==> src/chpi_pkg.sv <==
`timescale 1ns / 1ps

package chpi_pkg;

    // field widths fixed by the interface
    localparam int WORD_W      = 64;
    localparam int SIZE_W      = 31;

    // mixer constants: multiply by 0xffffffff is (w << 32) - w modulo 2^64
    localparam int MIX_SHIFT   = 33;
    localparam int MUL_SHIFT   = 32;
    localparam logic [WORD_W-1:0] GOLD = 64'h9e37_79b9_7f4a_7c15;

    // one remainder step per quotient bit
    localparam int DIV_STAGES  = WORD_W;

    // default depth of the queue between front and back
    localparam int QUEUE_DEPTH = 2;

    typedef enum logic {
        MODE_STAR   = 1'b0,
        MODE_GALAXY = 1'b1
    } mode_t;

    // combined hash waiting for reduction
    typedef struct packed {
        logic [WORD_W-1:0] hash;
        logic [SIZE_W-1:0] size;
    } hash_item_t;

    // queue status seen by the front part
    typedef struct packed {
        logic full;
        logic empty;
    } queue_status_t;

endpackage

==> src/chpi_queue.sv <==
`timescale 1ns / 1ps

module chpi_queue
#(
    parameter int DEPTH = chpi_pkg::QUEUE_DEPTH
)
(
    input  logic                     clk,
    input  logic                     rst_n,
    input  logic                     push,
    input  chpi_pkg::hash_item_t     push_item,
    input  logic                     pop,
    output chpi_pkg::queue_status_t  status,
    output chpi_pkg::hash_item_t     head_item
);

    localparam int PTR_W = (DEPTH > 1) ? $clog2(DEPTH) : 1;
    localparam int CNT_W = $clog2(DEPTH + 1);

    chpi_pkg::hash_item_t   entry_reg [DEPTH];
    logic [PTR_W-1:0]       wr_ptr_reg;
    logic [PTR_W-1:0]       rd_ptr_reg;
    logic [CNT_W-1:0]       count_reg;
    logic [PTR_W-1:0]       wr_ptr_next;
    logic [PTR_W-1:0]       rd_ptr_next;
    logic                   do_push;
    logic                   do_pop;

    assign status.full  = (count_reg == CNT_W'(DEPTH));
    assign status.empty = (count_reg == '0);
    assign do_push      = push & ~status.full;
    assign do_pop       = pop & ~status.empty;
    assign head_item    = entry_reg[rd_ptr_reg];

    always_comb
    begin
        wr_ptr_next = (wr_ptr_reg == PTR_W'(DEPTH - 1)) ? '0 : wr_ptr_reg + 1'b1;
        rd_ptr_next = (rd_ptr_reg == PTR_W'(DEPTH - 1)) ? '0 : rd_ptr_reg + 1'b1;
    end

    always_ff @(posedge clk or negedge rst_n)
    begin
        if (!rst_n)
        begin
            wr_ptr_reg <= '0;
            rd_ptr_reg <= '0;
            count_reg  <= '0;
        end
        else
        begin
            if (do_push)
            begin
                wr_ptr_reg <= wr_ptr_next;
            end
            if (do_pop)
            begin
                rd_ptr_reg <= rd_ptr_next;
            end
            if (do_push && !do_pop)
            begin
                count_reg <= count_reg + 1'b1;
            end
            else if (do_pop && !do_push)
            begin
                count_reg <= count_reg - 1'b1;
            end
        end
    end

    always_ff @(posedge clk)
    begin
        if (do_push)
        begin
            entry_reg[wr_ptr_reg] <= push_item;
        end
    end

endmodule

==> config.mk <==
export PLATFORM = sky130hd
export DESIGN_NAME = chpi_queue
export DESIGN_NICKNAME = d
export VERILOG_FILES = /design/src/chpi_pkg.sv /design/src/chpi_queue.sv
export SDC_FILE = /design/constraint.sdc
export NUM_CORES = 1
export LEC_CHECK = 0
export BUFFER_PORTS_ARGS = -buffer_cell sky130_fd_sc_hd__clkbuf_2
export CORE_ASPECT_RATIO = 0.75
export CORE_MARGIN = 2
export CORE_UTILIZATION = 37
export DETAILED_ROUTE_END_ITERATION = 7
export PLACE_DENSITY = 0.7
export SLEW_MARGIN = 20
export SYNTH_ARGS = -nofsm -noshare
export SYNTH_HDL_FRONTEND = slang
export SYNTH_SLANG_ARGS = --single-unit
==> constraint.sdc <==
create_clock -name clk -period 9.65 [get_ports clk]
set_input_delay 0.4825 -clock clk [delete_from_list [all_inputs] [get_ports clk]]
set_output_delay 0.4825 -clock clk [all_outputs]
set_load 0.05 [all_outputs]
==> results.md <==
* Status: complete, no violations
* Final GP Congestion at 0.7209
* Critical path required time at between 9000 and 10000 ps
* Via count at 3596
* Sink Count at 194
* Leading area contributor after synthesis: edfxtp_1
* Die area at 20750 um^2
* Worst slew pin tran at 1025 ps
* # IOs at roughly 200
* Maxcap violations at 0
* Worst min path class: input pin to register
* Post-synthesis sequential area ratio at 80.04%
* R2R setup slack at roughly 7000 ps
* Cell area power density at 363.1 nW/um^2
* CP max stage cell: dfrtp_4
* Drt pass-1 iters at 4
* Area growth from synthesis to layout at 25.05%
* Max stage delay on crit path at about 900 ps
* Count leader, synth: edfxtp_1
* Crit share post-route at between 30% and 40%
* First-pass GRT wire length at 20140 um
* Setup_tns at 0 ps
* Worst path arrival time at roughly 2800 ps
* Area fraction of the dominant cell type after synthesis at 78.66%
* Die Width at 165.7 um
* Clock Root Buffer: clkbuf_16
* Synthesized flop and latch total at 194
* H-tree depth at 4
* N_diodes at 0
* Slew Limit Fails at 0
* Most common library cells after synthesis: 190 x edfxtp_1, 55 x mux2_2, 40 x mux2_4
* Post-synth EDFFs at 190
* Largest family of logic cells by synthesized area: multiplexers
* Initial antenna violation count at 0
* Buf+Inv Stages, Crit Path at 2
* CTS tree: done
* Layout cells sized above 1 at roughly 61%
* Startpoint types: register
* Initial core utilization at 37.64%
* Clock Latency Late Sink at 420 ps
* Gr ovfl total at 0
* Net Count, Synth at 415
* Die H at 125.3 um
* Largest net degree at the start of global routing at between 70 and 80
* Multiplexer area fraction after synthesis at between 10% and 20%
* Vias/cell at about 4.6
* RSZ-0062 raised after global routing: no
* Clock buffer depth at 2
* Top area cells in the synthesized netlist: edfxtp_1 79%, mux2_2 8.5%, mux2_4 8.3%, dfrtp_1 1.4%, buf_12 1.1%
* DR iter-0 viols at 291
* Fin crit period at between 3000 and 4000 ps
* Post-Synth Adder-Cell Area at 0.1725%
* WL/cell at 16.44 um
* Leakage at approximately 3.5 nW
* Crit-path max FO at 52
* Compound-Gate Fraction of Synth Area at 0.06900%
* Dominant synthesized flop cell: edfxtp_1
* VDD IR max at a little under 200 uV
* Routed Antenna Nets at 0
* Cells along the critical path: buf_4 > mux2_2 > clkbuf_2
* # port buffers at 195
* Finished Layout Cells at 788
* Clock transition at path regs at around 70 ps
* CP top delay family: buffers and inverters
* Largest register FFs at 190
* Max Clk Rate at just over 300 MHz
* Mapped Cells at 315
* Final WL at 12950 um
* DRC Markers at 0
* Post-Synth XOR/XNOR Area at 0.6038%
* Finish-stage setup viols at 0
* Layout Nets at 622
* Worst Hold Slack at 241.6 ps
* Async SR Flop Fraction at ~2%
* WS Path Type: register to output port
* Slew headroom at a little under a third
* Crit. End Element: output port
* # rows at 44
* Dpl cells at 755
* Yosys warns at 0
* CTS Buf Count at 17
* Syn avg cell area at 23.03 um^2
* Yosys cell types at 17
* Clk_skew at 8.746 ps
* Vias in the first global route at 3796
* Area of the core at approximately 19000 um^2
* Setup Fix Bufs, Post-CTS at 0
* Final Hold Fails at 0
* Syn Std Cell Area at 7253 um^2
* Post-synthesis simple-gate area fraction at 0.3795%
* GR Util All Layers at 12.64%
metrics by stage:
stage | area (um^2) | utilization [%] | total power [W] | worst slack [ps]
2_1_floorplan | 7253 | - | 0.002396 | 4500
3_3_place_gp | 8453 | 43.87 | 0.002595 | 6854
3_5_place_dp | 8453 | 43.87 | 0.002622 | 6807
4_1_cts | 9070 | 47.07 | 0.003339 | 6330
5_1_grt | 9070 | 47.07 | 0.003432 | 6219
6_report | 9070 | 47.07 | 0.003293 | 6396
cells in the final DEF, fill, tap and decap left out, drive strengths merged:
cell         synthesis  routed
ha                   1       1
and3                 1       1
bufinv               0       1
clkinvlp             0       1
o21ai                1       1
buf                 11       3
clkinv               0       3
mux2                95      95
inv                  2      12
nor2                 3       3
edfxtp             190     190
nand2b               1       1
xor2                 2       2
nand2                1       1
dfrtp                4       4
dlygate4sd3          0       1
xnor2                3       3
clkbuf               0     212
report_power, final:
| group | internal (W) | switching (W) | total [W] |
|---|---|---|---|
| clock network | 0.000374 | 0.000334 | 0.000707 |
| registers | 0.00115 | 0.0000907 | 0.00125 |
| logic | 0.000387 | 0.000954 | 0.00134 |
logic make-up after synthesis:
kind of cell             Yosys count
flip-flops                       194
multiplexers                      95
buffers and inverters             13
AND/OR/NAND/NOR                    6
XOR/XNOR                           5
AO/OA/AOI/OAI                      1
adder cells (fa/ha/maj)            1
worst reg2reg max path, cell delays in order (launching register included):
cell	delay, ps
dfrtp_1	440
nand2b_1	180
nand2_1	150
nor2_4	570
buf_4	870
routing by layer:
metal | routed length [um] | vias to the layer above | global-route usage [%]
li1 | - | 1664 | -
met1 | 5634 | 1777 | 15.63
met2 | 6184 | 146 | 20.14
met3 | 1022 | 9 | 5.825
met4 | 110 | 0 | 3.529
met5 | 0 | - | 0
repair_timing:
| item | CTS | global route |
|---|---|---|
| hold buffers | 1 | 0 |
| endpoints found under the hold margin | 4 | 0 |
| gates resized for setup | 0 | 0 |
final cells by class:
class	count	area, um^2
clock inverters	15	181.4
inverters	2	7.507
clock buffers	17	425.4
flip-flops and latches	194	5809
multi-input cells	108	1321
repair buffers	199	1008
fillers	1677	10200
well taps	253	316.6
worst paths after layout:
check | cells past startpoint | startpoint | endpoint
worst min register to register | 1 | count_reg[1]$_DFFE_PN0P_ | count_reg[1]$_DFFE_PN0P_
max in group asynchronous | 2 | rst_n | rd_ptr_reg$_DFFE_PN0P_
worst min-delay path | 1 | push_item[14] | entry_reg[0][14]$_DFFE_PP_
min in group asynchronous | 2 | rst_n | wr_ptr_reg$_DFFE_PN0P_
worst max-delay path | 3 | rd_ptr_reg$_DFFE_PN0P_ | head_item[74]
worst max register to register | 4 | count_reg[0]$_DFFE_PN0P_ | entry_reg[0][36]$_DFFE_PP_
Power figures use the tool's default switching activity.
