File: config.mk
export PLATFORM = sky130hd
export DESIGN_NAME = chpi_front
export DESIGN_NICKNAME = d
export VERILOG_FILES = /design/src/chpi_pkg.sv /design/src/chpi_front.sv
export SDC_FILE = /design/constraint.sdc
export NUM_CORES = 1
export LEC_CHECK = 0
export BUFFER_PORTS_ARGS = -buffer_cell sky130_fd_sc_hd__clkbuf_2
export CAP_MARGIN = 20
export CORE_ASPECT_RATIO = 0.75
export CORE_MARGIN = 2
export CORE_UTILIZATION = 50
export DETAILED_ROUTE_END_ITERATION = 8
export GPL_TIMING_DRIVEN = 1
export PLACE_DENSITY = 0.74
export SLEW_MARGIN = 20
export SYNTH_ARGS = -nofsm -noshare
export SYNTH_HDL_FRONTEND = slang
export SYNTH_SLANG_ARGS = --single-unit
File: constraint.sdc
create_clock -name clk -period 15.8 [get_ports clk]
set_input_delay 2.37 -clock clk [delete_from_list [all_inputs] [get_ports clk]]
set_output_delay 2.37 -clock clk [all_outputs]
set_load 0.005 [all_outputs]
File: src/chpi_pkg.sv
`timescale 1ns / 1ps

package chpi_pkg;

    // field widths fixed by the interface
    localparam int WORD_W      = 64;
    localparam int SIZE_W      = 31;

    // mixer constants: multiply by 0xffffffff is (w << 32) - w modulo 2^64
    localparam int MIX_SHIFT   = 33;
    localparam int MUL_SHIFT   = 32;
    localparam logic [WORD_W-1:0] GOLD = 64'h9e37_79b9_7f4a_7c15;

    // one remainder step per quotient bit
    localparam int DIV_STAGES  = WORD_W;

    // default depth of the queue between front and back
    localparam int QUEUE_DEPTH = 2;

    typedef enum logic {
        MODE_STAR   = 1'b0,
        MODE_GALAXY = 1'b1
    } mode_t;

    // combined hash waiting for reduction
    typedef struct packed {
        logic [WORD_W-1:0] hash;
        logic [SIZE_W-1:0] size;
    } hash_item_t;

    // queue status seen by the front part
    typedef struct packed {
        logic full;
        logic empty;
    } queue_status_t;

endpackage

File: src/chpi_front.sv
`timescale 1ns / 1ps

module chpi_front
(
    input  logic                           clk,
    input  logic                           rst_n,
    input  logic                           in_valid,
    input  logic                           mode,
    input  logic [chpi_pkg::WORD_W-1:0]    x_bits,
    input  logic [chpi_pkg::WORD_W-1:0]    y_bits,
    input  logic [chpi_pkg::SIZE_W-1:0]    table_size,
    input  chpi_pkg::queue_status_t        queue_status,
    output logic                           stall,
    output logic                           out_valid,
    output chpi_pkg::hash_item_t           out_item
);

    function automatic logic [chpi_pkg::WORD_W-1:0] xor_shift(
        input logic [chpi_pkg::WORD_W-1:0] w
    );
        return w ^ (w >> chpi_pkg::MIX_SHIFT);
    endfunction

    function automatic logic [chpi_pkg::WORD_W-1:0] mul_mask(
        input logic [chpi_pkg::WORD_W-1:0] w
    );
        return (w << chpi_pkg::MUL_SHIFT) - w;
    endfunction

    logic                          advance;
    logic                          accept;

    logic                          s1_valid_reg;
    logic                          s1_mode_reg;
    logic [chpi_pkg::WORD_W-1:0]   s1_x_reg;
    logic [chpi_pkg::WORD_W-1:0]   s1_y_reg;
    logic [chpi_pkg::SIZE_W-1:0]   s1_size_reg;

    logic                          s2_valid_reg;
    logic                          s2_mode_reg;
    logic [chpi_pkg::WORD_W-1:0]   s2_x_reg;
    logic [chpi_pkg::WORD_W-1:0]   s2_y_reg;
    logic [chpi_pkg::SIZE_W-1:0]   s2_size_reg;
    logic [chpi_pkg::WORD_W-1:0]   s2_x_next;
    logic [chpi_pkg::WORD_W-1:0]   s2_y_next;

    logic                          s3_valid_reg;
    logic                          s3_mode_reg;
    logic [chpi_pkg::WORD_W-1:0]   s3_x_reg;
    logic [chpi_pkg::WORD_W-1:0]   s3_y_reg;
    logic [chpi_pkg::SIZE_W-1:0]   s3_size_reg;
    logic [chpi_pkg::WORD_W-1:0]   s3_x_next;
    logic [chpi_pkg::WORD_W-1:0]   s3_y_next;

    logic                          out_valid_reg;
    chpi_pkg::hash_item_t          out_item_reg;
    chpi_pkg::hash_item_t          out_item_next;

    assign stall   = out_valid_reg & queue_status.full;
    assign advance = ~stall;
    assign accept  = in_valid & advance;

    always_comb
    begin
        s2_x_next = xor_shift(mul_mask(s1_x_reg));
        s2_y_next = xor_shift(mul_mask(s1_y_reg));
        s3_x_next = xor_shift(mul_mask(s2_x_reg));
        s3_y_next = xor_shift(mul_mask(s2_y_reg));
    end

    always_comb
    begin
        out_item_next.size = s3_size_reg;
        if (s3_mode_reg == chpi_pkg::MODE_STAR)
        begin
            out_item_next.hash = s3_x_reg ^ (s3_y_reg + chpi_pkg::GOLD + 64'd1);
        end
        else
        begin
            out_item_next.hash = (s3_x_reg + chpi_pkg::GOLD) ^ s3_y_reg;
        end
    end

    always_ff @(posedge clk or negedge rst_n)
    begin
        if (!rst_n)
        begin
            s1_valid_reg  <= 1'b0;
            s2_valid_reg  <= 1'b0;
            s3_valid_reg  <= 1'b0;
            out_valid_reg <= 1'b0;
        end
        else if (advance)
        begin
            s1_valid_reg  <= accept;
            s2_valid_reg  <= s1_valid_reg;
            s3_valid_reg  <= s2_valid_reg;
            out_valid_reg <= s3_valid_reg;
        end
    end

    // payload, no reset
    always_ff @(posedge clk)
    begin
        if (advance)
        begin
            s1_mode_reg  <= mode;
            s1_x_reg     <= xor_shift(x_bits);
            s1_y_reg     <= xor_shift(y_bits);
            s1_size_reg  <= table_size;

            s2_mode_reg  <= s1_mode_reg;
            s2_x_reg     <= s2_x_next;
            s2_y_reg     <= s2_y_next;
            s2_size_reg  <= s1_size_reg;

            s3_mode_reg  <= s2_mode_reg;
            s3_x_reg     <= s3_x_next;
            s3_y_reg     <= s3_y_next;
            s3_size_reg  <= s2_size_reg;

            out_item_reg <= out_item_next;
        end
    end

    assign out_valid = out_valid_reg;
    assign out_item  = out_item_reg;

endmodule

==> impl_metrics.ini <==
[floorplanning]
dieArea_mm2 = 0.06733
start_util = 0.5030
rows = 81
die_y_um = 225.2
dieWidth_um = 299.0
io_pins = 262
core_mm2 = 0.06486

[finish]
largest_reg_flops = 95
drive_above_1_share = 0.1293
syn2layout_area_growth_pct = 12.68
final_core_util = 0.5667
nets = 3415

[sta]
slew_headroom = 0.3149
drv_slew = 0
tightest_slew_ns = 1.020
fin_crit_ns = 5.451
holdWs_ns = 0.4099
setup_ws_ns = 10.35
setup_viol = 0
tns_ns = 0
fmax_ghz = 0.1835
hold_viol = 0
worst_clock_skew_ns = 0.02776
fin_crit_sh = 0.3450
rsz0062_at_grt = no

[clock_network]
ctsHoldBuffers = 0
cts_tree = done
insertion_delay_ns = 0.63
cts.sinks = 579
postCtsSetupBuffers = 0
root_buffer = clkbuf_16
cts.clk_slew.worst_paths_ns = 0.06
cts_resized = 0
htreeDepth = 2
cts_buffer_depth = 3
cts_buffers = 57

[logic_synthesis]
async_flop_share = 0.006908
ys_ff_latch = 579
synth_area_mm2 = 0.03262
synth.top_cells.by_area = edfxtp_1 (53%), xnor2_1 (9.4%), xor2_1 (5.4%), ha_1 (5.0%), a21oi_1 (2.5%)
synth-seq-area-share = 0.5323
ys_dominant_reg_cell = edfxtp_1
synth_common_cells = edfxtp_1 (575), xnor2_1 (350), xor2_1 (201), nand2_1 (184), inv_1 (170)
syn_inst = 2863
synth_nets = 3158
syn_area_per_cell_um2 = 11.39
yosys.area.top_type = edfxtp_1
ys_warn_count = 0
synth_top_area_share = 0.5293
synth_cell_types = 78
synth-edff-count = 575
yosysMostFrequentCell = edfxtp_1

[setup_path]
worstPathRequired_ns = 13.43
cp-start-kind = input port
cp_cell_sequence = clkbuf_2 -> nand2_8 -> inv_1 -> clkbuf_2
end_kind = primary output
crit_path_max_fanout = 53
crit_top_cell = clkbuf_2
critPathKind = input port to primary output
critical_path_buf_inv_count = 3
crit_path_top_delay_cell = nand2_8
critPathTopFamily = simple AND/OR/NAND/NOR gates
critical-path-max-stage-delay_ns = 0.35
cp_data_arrival_time_ns = 3.08
ff2ff_setup_slack_ns = 11.34

[power_and_ir_drop]
p_leak_uw = 0.01429
power_density_mw_per_mm2 = 260.7
ir_worst_vdd_v = 0.0001240

[global_route]
antenna_found_initial = 3
grt_first_pass_wirelength_um = 124200
grt_pass1_vias = 21230
grt_use_total = 0.2402
grt_max_degree = 85
grt_remaining_overflow = 0

[placed_design]
gp_congestion = 0.9856
pre_cts_ws_ns = 10.34
port_buffers = 260
place_hpwl_um = 63700

[routing]
first_pass_iters = 5
drtIter0Drc = 2655
via_per_inst = 5.793
drc = 0
avgRoutedWirePerCell_um = 20.52
drtAntennaViolNets = 0
wirelength_um = 82830
vias = 23380

[status]
status = complete, no violations

[job]
drv_cap = 0

[min_path]
holdCritPathClass = flop to flop
==> logic make-up after synthesis <==
family / share of synthesized area
AOI/OAI and AO/OA: 0.1194
buffers and inverters: 0.02850
DFF: 0.5323
muxes: 0.001994
xor gates and xnor gates: 0.1524
adders and majority gates: 0.04986
and+or+nand+nor: 0.1155
==> stage by stage <==
stage | std cells | area (um^2) | total power [uW]
final | 4036 | 36760 | 9585
after global routing | 4035 | 36760 | 10120
after CTS | 4035 | 36750 | 9493
after detailed placement | 3932 | 34850 | 8068
after global placement | 3932 | 34850 | 8028
after floorplan | 2863 | 32630 | 6630
==> metal layers <==
layer / GRT usage / part of all wire / wire, um / vias to the layer above
li1: - / - / - / 11040
met1: 0.3743 / 0.47 / 38700 / 11190
met2: 0.3212 / 0.40 / 32740 / 1059
met3: 0.07885 / 0.12 / 10110 / 93
met4: 0.04839 / 0.016 / 1293 / 0
met5: 0 / 0 / 0 / -
==> power breakdown <==
| group | internal, uW | total [uW] | switching (uW) |
|---|---|---|---|
| Combinational | 1860 | 4750 | 2890 |
| Clock | 788 | 1380 | 588 |
| Sequential | 2860 | 3460 | 603 |
==> cell type report <==
cell class	instances	area, um^2
fillers	5589	28100
flip-flops and latches	579	17370
multi-input cells	2037	14350
clock buffers	63	1470
repair buffers	275	1414
well taps	871	1090
inverters	170	638.1
clock inverters	40	429.2
diodes	1	2.502
==> cell usage in the layout (no fill, tap or decap), types with 58 or more instances in the layout <==
| master | synthesis | final |
|---|---|---|
| a21o_1 | 92 | 92 |
| a21oi_1 | 164 | 164 |
| clkbuf_16 | 0 | 58 |
| clkbuf_2 | 0 | 260 |
| edfxtp_1 | 575 | 575 |
| ha_1 | 130 | 130 |
| inv_1 | 170 | 170 |
| nand2_1 | 184 | 183 |
| nand3_1 | 59 | 59 |
| nor2_1 | 165 | 165 |
| nor3_1 | 74 | 74 |
| o21ai_0 | 112 | 112 |
| xnor2_1 | 350 | 350 |
| xor2_1 | 201 | 201 |
==> final timing paths <==
kind                                           start                  endpoint  cells after the start
max                                  queue_status[1]                     stall                      4
min                        s3_size_reg[18]$_DFFE_PN_    out_item[18]$_DFFE_PN_                      0
max reg2reg                   s1_x_reg[15]$_DFFE_PN_    s2_x_reg[26]$_DFFE_PN_                      9
min reg2reg                s3_size_reg[18]$_DFFE_PN_    out_item[18]$_DFFE_PN_                      0
max in group asynchronous                      rst_n     out_valid$_DFFE_PN0N_                      1
min in group asynchronous                      rst_n  s1_valid_reg$_DFFE_PN0N_                      1
Power figures use the tool's default switching activity.
